### src/rtl/tdkq_pkg.sv
// ----------------------------------------------------------------------------
// tdkq_pkg
// Shared types and constants of the tap-dance key qualifier.
// ----------------------------------------------------------------------------
package tdkq_pkg;

    localparam logic [2:0]  NUM_DANCES = 3'd5;
    localparam logic [2:0]  NO_DANCE   = 3'd7;
    localparam logic [15:0] TERM_RESET = 16'd200;
    localparam logic [15:0] IDLE_MAX   = 16'hFFFF;
    localparam logic [7:0]  TAP_MAX    = 8'hFF;

    localparam logic [1:0] ACT_SINGLE = 2'd0;
    localparam logic [1:0] ACT_DOUBLE = 2'd1;
    localparam logic [1:0] ACT_HOLD   = 2'd2;

    localparam logic OP_KEY  = 1'b0;
    localparam logic OP_TICK = 1'b1;

    typedef struct packed {
        logic       last;
        logic       press_out;
        logic [1:0] tap_action;
        logic [2:0] dance_id;
    } t_result;

    // results of one input transaction, first goes out first
    typedef struct packed {
        logic [1:0] count;
        t_result    second;
        t_result    first;
    } t_emit;

endpackage

### src/rtl/tdkq_engine.sv
// ----------------------------------------------------------------------------
// tdkq_engine
// Dance state and its single-pass update for one key event or tick.
// ----------------------------------------------------------------------------
module tdkq_engine
    import tdkq_pkg::*;
(
    input  logic        i_clk,
    input  logic        i_rst_n,
    input  logic        i_accept,
    input  logic        i_op,
    input  logic [2:0]  i_dance_key,
    input  logic        i_key_pressed,
    input  logic [15:0] i_tapping_term,
    output t_emit       o_emit
);

    logic [2:0]  r_active_dance, n_active_dance;
    logic [7:0]  r_tap_count,    n_tap_count;
    logic        r_hold_active,  n_hold_active;
    logic [15:0] r_idle_ticks,   n_idle_ticks;
    logic [15:0] idle_inc;
    logic [1:0]  tap_act;
    t_emit       emit;

    assign idle_inc = (r_idle_ticks == IDLE_MAX) ? r_idle_ticks : r_idle_ticks + 16'd1;
    assign tap_act  = (r_tap_count == 8'd1) ? ACT_SINGLE : ACT_DOUBLE;

    always_comb begin
        n_active_dance = r_active_dance;
        n_tap_count    = r_tap_count;
        n_hold_active  = r_hold_active;
        n_idle_ticks   = r_idle_ticks;
        emit           = '0;
        if (i_op == OP_KEY) begin
            // unknown keys leave everything untouched
            if (i_dance_key < NUM_DANCES) begin
                n_idle_ticks = '0;
                if (r_hold_active) begin
                    emit.count        = 2'd1;
                    emit.first        = '{last: 1'b1, press_out: 1'b0,
                                          tap_action: ACT_HOLD,
                                          dance_id: r_active_dance};
                    n_active_dance    = NO_DANCE;
                    n_tap_count       = '0;
                    n_hold_active     = 1'b0;
                end else if (i_key_pressed) begin
                    n_active_dance = i_dance_key;
                end else if (r_active_dance == i_dance_key && r_tap_count != TAP_MAX) begin
                    n_tap_count = r_tap_count + 8'd1;
                end
            end
        end else begin
            n_idle_ticks = idle_inc;
            if (r_active_dance != NO_DANCE && idle_inc > i_tapping_term) begin
                if (r_tap_count == 8'd0) begin
                    if (!r_hold_active) begin
                        emit.count    = 2'd1;
                        emit.first    = '{last: 1'b1, press_out: 1'b1,
                                          tap_action: ACT_HOLD,
                                          dance_id: r_active_dance};
                        n_hold_active = 1'b1;
                    end
                end else begin
                    if (r_tap_count <= 8'd2) begin
                        emit.count  = 2'd2;
                        emit.first  = '{last: 1'b0, press_out: 1'b1,
                                        tap_action: tap_act, dance_id: r_active_dance};
                        emit.second = '{last: 1'b1, press_out: 1'b0,
                                        tap_action: tap_act, dance_id: r_active_dance};
                    end
                    n_active_dance = NO_DANCE;
                    n_tap_count    = '0;
                    n_hold_active  = 1'b0;
                end
            end
        end
    end

    assign o_emit = emit;

    always_ff @(posedge i_clk) begin
        if (!i_rst_n) begin
            r_active_dance <= NO_DANCE;
            r_tap_count    <= '0;
            r_hold_active  <= 1'b0;
            r_idle_ticks   <= '0;
        end else if (i_accept) begin
            r_active_dance <= n_active_dance;
            r_tap_count    <= n_tap_count;
            r_hold_active  <= n_hold_active;
            r_idle_ticks   <= n_idle_ticks;
        end
    end

endmodule

### src/rtl/tdkq_out_fifo.sv
// ----------------------------------------------------------------------------
// tdkq_out_fifo
// Result queue: takes up to two results a cycle, hands out one a cycle while the reader is ready.
// ----------------------------------------------------------------------------
module tdkq_out_fifo
    import tdkq_pkg::*;
#(
    parameter int DEPTH = 4
) (
    input  logic    i_clk,
    input  logic    i_rst_n,
    input  logic    i_push,
    input  t_emit   i_emit,
    output logic    o_room,
    output logic    o_valid,
    input  logic    i_ready,
    output t_result o_data
);

    localparam int PTR_W = $clog2(DEPTH);
    localparam int CNT_W = $clog2(DEPTH + 1);

    t_result            r_mem [DEPTH];
    logic [PTR_W-1:0]   r_wr_ptr, n_wr_ptr;
    logic [PTR_W-1:0]   r_rd_ptr, n_rd_ptr;
    logic [CNT_W-1:0]   r_count,  n_count;
    logic [PTR_W-1:0]   wr_ptr_1;
    logic [1:0]         push_n;
    logic               pop;

    function automatic logic [PTR_W-1:0] ptr_next(input logic [PTR_W-1:0] p);
        if (p == PTR_W'(DEPTH - 1)) begin
            return '0;
        end
        return p + PTR_W'(1);
    endfunction

    assign push_n   = i_push ? i_emit.count : 2'd0;
    assign pop      = o_valid && i_ready;
    assign wr_ptr_1 = ptr_next(r_wr_ptr);

    always_comb begin
        n_wr_ptr = r_wr_ptr;
        if (push_n == 2'd1) begin
            n_wr_ptr = wr_ptr_1;
        end else if (push_n == 2'd2) begin
            n_wr_ptr = ptr_next(wr_ptr_1);
        end
        n_rd_ptr = pop ? ptr_next(r_rd_ptr) : r_rd_ptr;
        n_count  = r_count + CNT_W'(push_n) - CNT_W'(pop);
    end

    assign o_valid = (r_count != '0);
    assign o_room  = (r_count <= CNT_W'(DEPTH - 2));
    assign o_data  = r_mem[r_rd_ptr];

    always_ff @(posedge i_clk) begin
        if (push_n != 2'd0) begin
            r_mem[r_wr_ptr] <= i_emit.first;
        end
        if (push_n == 2'd2) begin
            r_mem[wr_ptr_1] <= i_emit.second;
        end
    end

    always_ff @(posedge i_clk) begin
        if (!i_rst_n) begin
            r_wr_ptr <= '0;
            r_rd_ptr <= '0;
            r_count  <= '0;
        end else begin
            r_wr_ptr <= n_wr_ptr;
            r_rd_ptr <= n_rd_ptr;
            r_count  <= n_count;
        end
    end

endmodule

### src/rtl/tap_dance_key_qualifier_core.sv
// ----------------------------------------------------------------------------
// tap_dance_key_qualifier_core
// Resolves tap-dance key events and ticks into single tap, double tap and
// hold actions.
// ----------------------------------------------------------------------------
// Input stream: one transaction is a key event (tuser 0: key in tdata[2:0],
// pressed flag in tdata[3]) or a time tick (tuser 1). The dance state is
// updated in the cycle the transaction is accepted; its results enter an
// output queue of OUT_DEPTH entries and leave on the output stream in order,
// one result per cycle while the receiver is ready, tlast on the final one
// of a transaction. Throughput: one input transaction per cycle while the
// queue has room for two results; a dance that resolves to a single or
// double tap yields two results, so the sustained rate is set by the output
// drain. s_axis_tready drops when fewer than two queue entries are free,
// which is how a stalled receiver holds off the input side.
// The configuration channel writes the tapping term in any cycle; it is
// always ready. Reset (synchronous, active low) empties the queue, clears
// the dance and the idle counter and sets the tapping term to 200.
// ----------------------------------------------------------------------------
module tap_dance_key_qualifier_core
    import tdkq_pkg::*;
#(
    parameter int OUT_DEPTH = 4
) (
    input  logic        i_clk,
    input  logic        i_rst_n,
    input  logic        s_axis_tvalid,
    output logic        s_axis_tready,
    input  logic [7:0]  s_axis_tdata,   // [2:0] dance_key, [3] key_pressed
    input  logic [0:0]  s_axis_tuser,   // [0] op
    output logic        m_axis_tvalid,
    input  logic        m_axis_tready,
    output logic [7:0]  m_axis_tdata,   // [2:0] dance_id, [4:3] tap_action, [5] press_out
    output logic        m_axis_tlast,
    input  logic        i_cfg_valid,
    output logic        o_cfg_ready,
    input  logic [15:0] i_cfg_data
);

    logic [15:0] r_tapping_term;
    logic        accept;
    t_emit       emit;
    t_result     head;

    assign accept      = s_axis_tvalid && s_axis_tready;
    assign o_cfg_ready = 1'b1;

    always_ff @(posedge i_clk) begin
        if (!i_rst_n) begin
            r_tapping_term <= TERM_RESET;
        end else if (i_cfg_valid) begin
            r_tapping_term <= i_cfg_data;
        end
    end

    tdkq_engine u_engine (
        .i_clk          (i_clk),
        .i_rst_n        (i_rst_n),
        .i_accept       (accept),
        .i_op           (s_axis_tuser[0]),
        .i_dance_key    (s_axis_tdata[2:0]),
        .i_key_pressed  (s_axis_tdata[3]),
        .i_tapping_term (r_tapping_term),
        .o_emit         (emit)
    );

    tdkq_out_fifo #(
        .DEPTH (OUT_DEPTH)
    ) u_out_fifo (
        .i_clk   (i_clk),
        .i_rst_n (i_rst_n),
        .i_push  (accept),
        .i_emit  (emit),
        .o_room  (s_axis_tready),
        .o_valid (m_axis_tvalid),
        .i_ready (m_axis_tready),
        .o_data  (head)
    );

    assign m_axis_tdata = {2'b00, head.press_out, head.tap_action, head.dance_id};
    assign m_axis_tlast = head.last;

endmodule

### config.mk
export PLATFORM = sky130hd
export DESIGN_NAME = tap_dance_key_qualifier_core
export DESIGN_NICKNAME = d
export VERILOG_FILES = /design/src/rtl/tdkq_pkg.sv /design/src/rtl/tdkq_engine.sv /design/src/rtl/tdkq_out_fifo.sv /design/src/rtl/tap_dance_key_qualifier_core.sv
export SDC_FILE = /design/constraint.sdc
export NUM_CORES = 1
export LEC_CHECK = 0
export BUFFER_PORTS_ARGS = -buffer_cell sky130_fd_sc_hd__buf_2
export CORE_UTILIZATION = 25
export DETAILED_ROUTE_END_ITERATION = 6
export REMOVE_ABC_BUFFERS = 1
export SETUP_SLACK_MARGIN = 0.15
export SLEW_MARGIN = 20
export SYNTH_ARGS = -nofsm -noshare
export SYNTH_HDL_FRONTEND = slang
export SYNTH_SLANG_ARGS = --single-unit
### constraint.sdc
create_clock -name i_clk -period 5.5 [get_ports i_clk]
set_input_delay 1.1 -clock i_clk [delete_from_list [all_inputs] [get_ports i_clk]]
set_output_delay 1.1 -clock i_clk [all_outputs]
set_load 0.05 [all_outputs]
==> results of run 1 <==
-- repair_timing --
action,in CTS,in global routing
endpoints found under the hold margin,0,0
gates resized for setup,0,1
buffers inserted,0,0
endpoints found under the setup margin,0,13
-- tightest hold or removal path: cells and delay by family (launching register included) --
| family | cells | cell delay [ns] |
|---|---|---|
| AOI/OAI and AO/OA | 1 | 0.08 |
| buffers and inverters | 1 | 0.06 |
| DFF | 1 | 0.30 |
-- stage by stage --
stage	hold slack (ns)	total power, mW	cells	area (um2)	util, %
after floorplan	0.458	0.885	478	4590	-
after global placement	0.482	0.957	743	5060	27.9
after detailed placement	0.484	0.959	743	5060	27.9
after CTS	0.493	1.60	759	5380	29.7
after global routing	0.521	1.65	759	5390	29.7
final	0.488	1.57	759	5390	29.7
-- state kept, by name (all words and copies together), names as in the netlist, named ones only --
| name | cells |
|---|---|
| u_engine.r_active_dance | 3 |
| u_engine.r_idle_ticks | 16 |
| u_engine.r_hold_active | 1 |
| u_engine.r_tap_count | 8 |
| u_out_fifo.r_rd_ptr | 2 |
| u_out_fifo.r_wr_ptr | 2 |
| u_out_fifo.r_mem | 28 |
| r_tapping_term | 16 |
| u_out_fifo.r_count | 3 |
-- kinds of logic (layout without fill, tap and decap cells) --
| family | Yosys count | count (layout) | synth area share, % |
|---|---|---|---|
| AO/OA/AOI/OAI | 118 | 118 | 16.6 |
| multiplexers | 27 | 27 | 7.68 |
| flip-flops | 81 | 81 | 38.8 |
| buffers and inverters | 53 | 85 | 4.80 |
| adder cells (fa/ha/maj) | 36 | 36 | 9.76 |
| AND/OR/NAND/NOR | 164 | 164 | 19.2 |
| other | 2 | 3 | 0.160 |
| XOR/XNOR | 16 | 16 | 2.99 |
-- per-layer routing --
metal  wire, um  up-vias
met5          0        -
met4         87        0
met3        336        7
met2       4980       36
met1       4670     1685
li1           -     1858
-- area by class of cell --
type / count / area, um2 / share of cell area, %
Multi-Input combinational cell: 364 / 2650 / 49.2
Sequential cell: 81 / 1820 / 33.8
Tap cell: 229 / 287 / 5.32
Clock buffer: 14 / 284 / 5.27
Timing Repair Buffer: 36 / 185 / 3.44
Inverter: 33 / 124 / 2.30
Clock inverter: 2 / 35.0 / 0.650
-- power groups by stage --
stage | clock (mW) | sequential, mW | combinational (mW)
2_1_floorplan | 0 | 0.671 | 0.214
3_3_place_gp | 0 | 0.680 | 0.277
3_5_place_dp | 0 | 0.680 | 0.280
4_1_cts | 0.650 | 0.667 | 0.281
5_1_grt | 0.672 | 0.671 | 0.310
6_report | 0.630 | 0.666 | 0.277
-- cells in the final DEF, fill, tap and decap left out, types with 4 or more instances in the layout --
cell       netlist  layout
a21oi_1         34      34
a221oi_1        12      12
a31oi_1          9       9
and2_1           4       4
and3_1          10      10
buf_2            0      34
clkbuf_16        0       9
clkbuf_8         0       4
dfxtp_1         61      61
edfxtp_1        20      20
ha_1            35      35
inv_1           33      33
mux2i_1         18      18
mux4_2           7       7
nand2_1         45      45
nand2_2          4       4
nand2_4          4       4
nand2b_1         6       6
nand3_1         20      20
nand4_1          6       6
nor2_1          18      18
nor2b_1         23      23
nor3_1           6       6
o211ai_1         5       5
o21a_1           4       4
o21ai_0         28      28
o221a_2          6       6
or2_2            4       4
xnor2_1         10      10
xor2_1           6       6
-- final timing paths --
| check | cells after the start | slack (ns) | end |
|---|---|---|---|
| worst max-delay path | 18 | 0.62 | u_out_fifo.r_count[2] |
| worst max register to register | 18 | 0.62 | u_out_fifo.r_count[2] |
| worst min register to register | 2 | 0.49 | r_tapping_term[7] |
| worst min-delay path | 2 | 0.49 | r_tapping_term[7] |
==> run_results.csv, run 1 <==
group,metric,value,unit
setup_path,r2r-start,"u_engine.r_idle_ticks[3]",
setup_path,worst-path-buf-inv,0,
placement,dp_hpwl,7590,um
setup_path,startpoint,"u_engine.r_idle_ticks[3]",
timing,tns,0,ns
cts,clk_pin_slew_worst_paths,0.06,ns
timing,slew_headroom,54.5,%
setup_path,crit_family,"simple AND/OR/NAND/NOR gates",
timing,min_period_over_period,88.8,%
yosys,ys_top_cells_by_area,"dfxtp_1 26%, edfxtp_1 13%, ha_1 9.3%, mux2i_1 3.8%, a21oi_1 3.6%",
timing,rsz0062_at_grt,"false",
yosys,syn_area_per_cell,9.44,um2
cts,cts.sinks,81,
setup_path,crit_chain,"and4_1 -> nand3_1 -> nor2_1 -> nand3_1 -> nor3_1 -> a21oi_1 -> ha_1 -> nand4_1 -> nor4_2 -> o21ai_0 -> nand4_1 -> nand4_2 -> or2_2 -> ha_1 -> fa_1 -> xor2_1 -> xnor2_1 -> and2_1",
yosys,post-synth-top-count-cell,"dfxtp_1",
timing,hold_viol_final,0,
floorplan,die_area,19300,um2
power,p_int,1.14,mW
power,p_seq_share,42.3,%
grt,grt_overflow,0,
yosys,netlist_instances,497,
timing,finalMaxSlewViolations,0,
timing,fmax,0.205,GHz
yosys,ys.flop_type,"dfxtp_1",
yosys,synth_top_area_share,26.0,%
power,leakagePower,2.12,nW
yosys,ys_warn_count,0,
floorplan,fp-row-count,49,
yosys,synth_common_cells,"61 x dfxtp_1, 45 x nand2_1, 35 x ha_1",
yosys,synth_cell_type_count,56,
placement,io_buffers,34,
yosys,synth_edf_count,20,
route,dr.pass1.iters,6,
setup_path,crit_type,"register to register",
timing,worst_slack,0.615,ns
route,drt_wl_total,10100,um
route,drtIter0Drc,155,
setup_path,max_stage_delay,0.43,ns
yosys,synth-seq-area-share,38.8,%
floorplan,boundaryPins,42,
yosys,async_reset_ff_share,0,%
route,dr_total_vias,3586,
grt,top_usage_layer,"met2",
setup_path,cp-end-kind,"register",
route,avgViaCountPerCell,4.72,
route,wire_per_inst,13.3,um
yosys,netlist_area,4690,um2
grt,grt_pass1_vias,3363,
setup_path,crit_slowest_cell,"dfxtp_1",
power,clockPowerShare,40.1,%
setup_path,arrival,5.12,ns
cts,numCtsBuffers,9,
setup_path,cp.required,5.73,ns
yosys,synth_seq_cells,81,
placement,place_congestion,0.774,
timing,skew,0.00913,ns
grt,grt_pass1_wl,16600,um
cts,cts_tree,"built",
power,power_density,292,nW/um2
grt,grt.met2_usage,18.7,%
cts,htreeDepth,3,
grt,grt_use_met1,12.9,%
grt,met3_usage,3.25,%
layout,drive_gt1_share,15.8,%
route,ant_nets,0,
layout,antenna_cells,0,
yosys,yosysTopAreaCell,"dfxtp_1",
power,pwr-share-comb,17.6,%
flow_run,maxCapViolations,0,
min_path,hold_class,"register to register",
layout,fillers,1918,
setup_path,cp-start-kind,"register",
floorplan,core,18100,um2
placement,place_ws,0.586,ns
power,switching_share,27.4,%
cts,clk_latency,0.34,ns
power,irDropWorstVdd,122,uV
cts,cts-root-buf,"clkbuf_16",
run_status,status,"finished, final reports clean",
floorplan,fp.dieH,139,um
cts,clk_path_buf_depth,2,
floorplan,initial_core_util,25.8,%
grt,grt_usage,10.9,%
timing,tightest_slew,0.676,ns
cts,ctsHoldBuffers,0,
min_path,holdCritStartpoint,"r_tapping_term[7]",
grt,antenna_found_initial,0,
floorplan,die_w,139,um
layout,nNetsFinal,591,
timing,setup_viol,0,
timing,finalCriticalPeriod,4.88,ns
grt,grt_max_degree,44,
layout,area_growth,14.9,%
route,drc,0,
power,switching_power,0.431,mW
setup_path,cp_max_fo,7,
(Power assumes the default switching activity.)
==> run 2: changes to the inputs <==
Settings changed: REMOVE_ABC_BUFFERS 1 to default.
==> run 2 against run 1 <==
Routed wire length shrank 0.11%. Clock power grew 4.1%. Sequential cell count is the same. Critical path depth is the same. Maximum frequency grew 1.8%. Clock skew grew 0.00067 ns. Cell count grew 0.53%. Die area is the same. Combinational power is essentially flat. Critical endpoint unchanged. Largest cell class unchanged. Largest power group unchanged. Highest routed layer unchanged.
==> run_results.csv, run 2 (same netlist as run 1, synthesis figures left out) <==
group,metric,value,unit
timing,setup_viol,0,
power,irDropWorstVdd,159,uV
setup_path,crit_type,"register to register",
power,power_density,295,nW/um2
setup_path,reg2reg_depth,18,
layout,seqCellArea,1820,um2
grt,grt_pass1_vias,3413,
route,ant_nets,0,
layout,layout_commonest_cell,"dfxtp_1",
timing,skew,0.00980,ns
cts,clk_path_buf_depth,2,
floorplan,die_w,139,um
placement,place_congestion,0.793,
grt,grt_max_degree,44,
setup_path,cp-start-kind,"register",
route,drc,0,
setup_path,arrival,5.04,ns
timing,min_period_over_period,87.2,%
route,dr_total_vias,3585,
setup_path,cp.required,5.74,ns
floorplan,core,18100,um2
layout,regMostFlops,"u_out_fifo.r_mem",
min_path,hold_class,"register to register",
cts,cts.sinks,81,
run_status,status,"finished, final reports clean",
placement,detailed_place.area,5090,um2
grt,grt_usage,10.9,%
cts,clk_latency,0.34,ns
layout,area_growth,15.6,%
setup_path,cp-endpoint,"u_out_fifo.r_count[2]",
setup_path,rrSetupSlack,0.70,ns
route,drtIter0Drc,220,
layout,fillers,1908,
floorplan,fp-row-count,49,
flow_run,maxCapViolations,0,
timing,fmax,0.208,GHz
cts,htreeDepth,3,
grt,grt_overflow,0,
setup_path,cp-end-kind,"register",
placement,io_buffers,34,
layout,multi_input_area,2650,um2
cts,cts-root-buf,"clkbuf_16",
grt,antenna_found_initial,1,
floorplan,die_area,19300,um2
timing,hold_viol_final,0,
timing,slew_headroom,53.6,%
cts,cts_tree,"built",
layout,final_area,5420,um2
layout,top_regs,"u_out_fifo.r_mem x28, r_tapping_term x16, u_engine.r_idle_ticks x16",
layout,drive_gt1_share,16.5,%
layout,nNetsFinal,594,
timing,finalMaxSlewViolations,0,
timing,tightest_slew,0.697,ns
floorplan,fp.dieH,139,um
timing,tns,0,ns
timing,finalCriticalPeriod,4.80,ns
grt,grt_pass1_wl,16900,um
cts,clk_pin_slew_worst_paths,0.06,ns
setup_path,startpoint,"u_engine.r_idle_ticks[3]",
layout,mostFrequentLayoutCells,"61 x dfxtp_1, 45 x nand2_1, 35 x ha_1",
route,dr.pass1.iters,6,
route,avgViaCountPerCell,4.70,
layout,largest_reg_flops,28,
timing,rsz0062_at_grt,"false",
setup_path,r2r-start,"u_engine.r_idle_ticks[3]",
route,wire_per_inst,13.2,um
floorplan,initial_core_util,25.8,%
route,drt_wl_total,10100,um
floorplan,boundaryPins,42,
cts,numCtsBuffers,9,
setup_path,cp_max_fo,7,
setup_path,r2r_end,"u_out_fifo.r_count[2]",
power,leakagePower,2.13,nW
placement,dp_hpwl,7620,um
-- run 2: routing by layer --
| layer | share of wire, % | up-vias | global-route usage (%) | wire length (um) |
|---|---|---|---|---|
| met5 | 0 | - | 0 | 0 |
| met4 | 0.44 | 0 | 3.51 | 44 |
| met3 | 3.8 | 4 | 2.94 | 387 |
| met2 | 46 | 52 | 17.0 | 4590 |
| met1 | 50 | 1672 | 14.6 | 5040 |
| li1 | - | 1857 | - | - |
-- run 2: final cells by class --
cell class | instances | area share [%]
multi-input cells | 364 | 48.9
inverters | 33 | 2.28
diodes | 1 | 0.0461
clock inverters | 7 | 1.89
well taps | 229 | 5.28
clock buffers | 9 | 4.15
repair buffers | 39 | 3.83
flip-flops and latches | 81 | 33.6
-- run 2: worst min-delay path by stage --
stage	from	endpoint	slack, ns	cells after the start
detailed placement	r_tapping_term[3]	r_tapping_term[3]	0.48	2
finish	r_tapping_term[3]	r_tapping_term[3]	0.49	2
global route	r_tapping_term[3]	r_tapping_term[3]	0.51	2
floorplan	u_engine.r_idle_ticks[6]	u_engine.r_idle_ticks[6]	0.46	1
CTS	r_tapping_term[3]	r_tapping_term[3]	0.49	2
global placement	r_tapping_term[3]	r_tapping_term[3]	0.48	2
-- run 2: through the flow --
stage | setup WS, ns | utilization, % | hold slack (ns) | power [mW] | std cells
final | 0.701 | 29.9 | 0.490 | 1.60 | 763
after global routing | 0.206 | 29.9 | 0.512 | 1.69 | 762
after CTS | 0.488 | 29.8 | 0.494 | 1.63 | 762
after detailed placement | 0.501 | 28.0 | 0.482 | 0.959 | 746
after global placement | 0.559 | 28.0 | 0.480 | 0.957 | 746
after floorplan | 1.16 | - | 0.458 | 0.895 | 498
-- run 2: timing repair --
| item | 4_1_cts | 5_1_grt |
|---|---|---|
| resized for setup | 0 | 1 |
| setup endpoints to repair | 0 | 33 |
| setup buffers | 0 | 0 |
| hold buffers | 0 | 0 |
-- run 2: worst max-delay path, stage by stage (launching register included) --
cell and delay (ns):
dfxtp_1 0.44, and4_1 0.33, nand3_1 0.21, nor2_1 0.32
nand3_1 0.14, nor3_1 0.20, a21oi_1 0.08, ha_1 0.29
nand4_1 0.18, nor4_2 0.45, o21ai_0 0.18, nand4_1 0.25
nand4_2 0.11, or2_2 0.35, ha_1 0.31, fa_1 0.43
xor2_1 0.16, xnor2_1 0.12, and2_1 0.15
-- run 2: where the power goes --
group,internal (mW),switching [mW],leakage (nW)
sequential,0.635,0.0304,0.682
clock,0.401,0.255,0.156
combinational,0.104,0.173,1.29
total,1.14,0.458,2.13
==> run 3: changes to the inputs <==
Settings changed: ABC_AREA from default to 1, CAP_MARGIN from default to 20, SLEW_MARGIN 20 to default.
==> run 3 against run 2 <==
Cell count grew 29%. Largest power group unchanged. Count of clock-buffer cells in the layout is the same. First-iteration DRC count shrank 13%. Routed wire length grew 7.8%. Clock power shrank 6.6%. Sequential share of layout area shrank 1.5 points. Clock skew shrank 0.0017 ns. Synthesized area grew 5.9%. Design area grew 4.5%. Synthesized cell count grew 38%.
==> run_results.csv, run 3 <==
group,metric,value,unit
run_status,status,"finished, final reports clean",
floorplan,initial_core_util,25.5,%
grt,grt_pass1_wl,18100,um
power,p_int,1.14,mW
yosys,synth_seq_cells,81,
cts,cts.sinks,81,
layout,top_regs,"u_out_fifo.r_mem x28, r_tapping_term x16, u_engine.r_idle_ticks x16",
timing,fmax,0.246,GHz
cts,clk_pin_slew_worst_paths,0.07,ns
setup_path,crit_top_cell,"nand2_1",
floorplan,core,19500,um2
grt,grt_max_degree,31,
setup_path,crit_family,"simple AND/OR/NAND/NOR gates",
setup_path,crit_slowest_cell,"dfxtp_1",
yosys,syn_area_per_cell,7.24,um2
layout,layout_commonest_cell,"nand2_1",
power,switching_power,0.662,mW
layout,area_growth,14.1,%
floorplan,fp-row-count,51,
layout,regMostFlops,"u_out_fifo.r_mem",
power,switching_share,36.7,%
min_path,holdCritStartpoint,"u_out_fifo.r_mem[2][5]",
yosys,async_reset_ff_share,0,%
floorplan,die_w,143,um
setup_path,cp_max_fo,6,
layout,nNetsFinal,780,
setup_path,crit_type,"register to register",
yosys,synth_cell_type_count,43,
setup_path,r2r_end,"u_out_fifo.r_mem[1][2]",
power,leakagePower,2.72,nW
flow_run,maxCapViolations,0,
cts,htreeDepth,3,
power,irDropWorstVdd,137,uV
placement,placed_cells,968,
setup_path,arrival,4.13,ns
setup_path,max_stage_delay,0.40,ns
route,drt_wl_total,10900,um
layout,drive_gt1_share,13.1,%
power,pwr-share-comb,28.2,%
timing,min_period_over_period,73.8,%
cts,postCtsSetupBuffers,0,
layout,mostFrequentLayoutCells,"171 x nand2_1, 96 x inv_1, 71 x nor2_1",
placement,io_buffers,34,
yosys,synth_mux_area_share,0,%
yosys,post-synth-top-count-cell,"nand2_1",
cts,cts-root-buf,"clkbuf_16",
power,power_density,318,nW/um2
yosys,synth_edf_count,20,
cts,cts-resized-gates,0,
yosys,ys.flop_type,"dfxtp_1",
yosys,netlist_instances,686,
setup_path,cp-start-kind,"register",
grt,grt_pass1_vias,3792,
yosys,synth_common_cells,"171 x nand2_1, 96 x inv_1, 71 x nor2_1",
grt,antenna_found_initial,0,
grt,grt_usage,11.3,%
power,p_seq_share,37.9,%
timing,tightest_slew,0.958,ns
yosys,synth-compound-area-share,11.6,%
yosys,ys_warn_count,0,
timing,skew,0.00807,ns
route,dr_total_vias,4162,
yosys,synth_top_family_by_area,"simple AND/OR/NAND/NOR gates",
timing,finalCriticalPeriod,4.06,ns
timing,fin_hold_ws,0.451,ns
layout,largest_reg_flops,28,
route,dr.pass1.iters,4,
timing,tns,0,ns
floorplan,boundaryPins,42,
timing,hold_viol_final,0,
power,clockPowerShare,34.0,%
floorplan,fp.dieH,143,um
yosys,synth_top_area_share,24.6,%
route,wire_per_inst,11.0,um
placement,place_congestion,0.848,
yosys,synthXorXnorAreaFrac,1.59,%
grt,grt_overflow,0,
min_path,holdPathStages,2,
timing,finalMaxSlewViolations,0,
timing,slew_headroom,35.9,%
yosys,synth-seq-area-share,36.7,%
timing,rsz0062_at_grt,"false",
layout,fin_util,29.1,%
route,avgViaCountPerCell,4.23,
yosys,ys_top_cells_by_area,"dfxtp_1 25%, nand2_1 13%, edfxtp_1 12%, ha_1 8.8%, inv_1 7.3%",
setup_path,reg2reg_depth,27,
route,drc,0,
min_path,hold_class,"register to register",
setup_path,r2r-start,"u_engine.r_idle_ticks[0]",
cts,clk_latency,0.34,ns
placement,dp_hpwl,8190,um
setup_path,cp-end-kind,"register",
yosys,synthAdderAreaFrac,9.21,%
setup_path,rrSetupSlack,1.44,ns
setup_path,cp.required,5.57,ns
cts,numCtsBuffers,9,
yosys,yosysTopAreaCell,"dfxtp_1",
cts,clk_path_buf_depth,2,
cts,ctsHoldBuffers,0,
yosys,synth_simple_gate_area_share,30.5,%
floorplan,die_area,20400,um2
route,ant_nets,0,
min_path,min_to,"u_out_fifo.r_mem[2][5]",
cts,cts_tree,"built",
layout,antenna_cells,0,
setup_path,worst-path-buf-inv,5,
timing,setup_viol,0,
yosys,netlist_area,4970,um2
route,drtIter0Drc,192,
layout,layout.cells.non_filler,984,
==> run 3: cell types whose count changed after synthesis, moves of 23 or more <==
cell / change
nand2_1: +126
inv_1: +63
nor2_1: +53
nor2b_1: -23
==> run 3: cells by family (layout without fill, tap and decap cells) <==
kind of cell             after synthesis  after routing
AND/OR/NAND/NOR                      327            327
buffers and inverters                125            157
AO/OA/AOI/OAI                        106            106
flip-flops                            81             81
adder cells (fa/ha/maj)               36             36
XOR/XNOR                               9              9
other                                  2              3
==> run 3: power groups by stage <==
stage,sequential (mW),clock (mW),combinational (mW)
2_1_floorplan,0.681,0,0.418
3_3_place_gp,0.697,0,0.511
3_5_place_dp,0.698,0,0.513
4_1_cts,0.685,0.630,0.516
5_1_grt,0.691,0.654,0.570
6_report,0.684,0.613,0.508
==> run 3: how the worst max path moves through the flow <==
stage | from | end | slack, ns | depth (start not counted)
5_1_grt | u_engine.r_idle_ticks[0] | u_out_fifo.r_mem[1][3] | 0.97 | 27
2_1_floorplan | u_engine.r_idle_ticks[0] | u_out_fifo.r_count[2] | 2.12 | 29
3_3_place_gp | u_engine.r_idle_ticks[0] | u_out_fifo.r_mem[0][2] | 1.49 | 27
3_5_place_dp | u_engine.r_idle_ticks[0] | u_out_fifo.r_mem[2][1] | 1.48 | 27
6_report | u_engine.r_idle_ticks[0] | u_out_fifo.r_mem[1][2] | 1.44 | 27
4_1_cts | u_engine.r_idle_ticks[0] | u_out_fifo.r_mem[2][1] | 1.43 | 27
==> run 3: layer usage <==
layer	global-route usage, %	wire length (um)	vias to the layer above
li1	-	-	2251
met1	14.3	5290	1849
met2	19.1	5110	50
met3	2.18	297	12
met4	3.85	146	0
met5	0	0	-
==> run 3: final cells by class <==
type                            instances  area (um2)
Fill cell                            2146       13800
Multi-Input combinational cell        481        2640
Sequential cell                        81        1820
Inverter                              107         402
Tap cell                              265         332
Clock buffer                            9         225
Timing Repair Buffer                   34         170
Clock inverter                          7        78.8
==> run 3: per-stage QoR <==
stage	area, um2	worst slack, ns	power, mW
floorplan	4970	2.12	1.10
global placement	5370	1.49	1.21
detailed placement	5370	1.48	1.21
CTS	5670	1.43	1.83
global route	5670	0.966	1.92
finish	5670	1.44	1.81
==> run 3: worst register-to-register path, stage by stage, from the launching register on <==
cell	delay [ns]
dfxtp_1	0.40
ha_1	0.20
nand2_1	0.07
inv_2	0.06
nand2_2	0.08
nor2_4	0.12
nand2_2	0.09
nor2_4	0.13
nand2_1	0.08
nor3_1	0.14
nor2_1	0.09
ha_1	0.28
nand2_1	0.06
nor2_1	0.19
nand2_1	0.12
inv_1	0.07
nand2_1	0.06
nand2_2	0.07
nand2_4	0.07
inv_2	0.12
nand3_1	0.08
nand2_1	0.18
nand2_1	0.13
ha_1	0.26
nand2_1	0.08
inv_1	0.10
nor2_1	0.26
inv_1	0.19
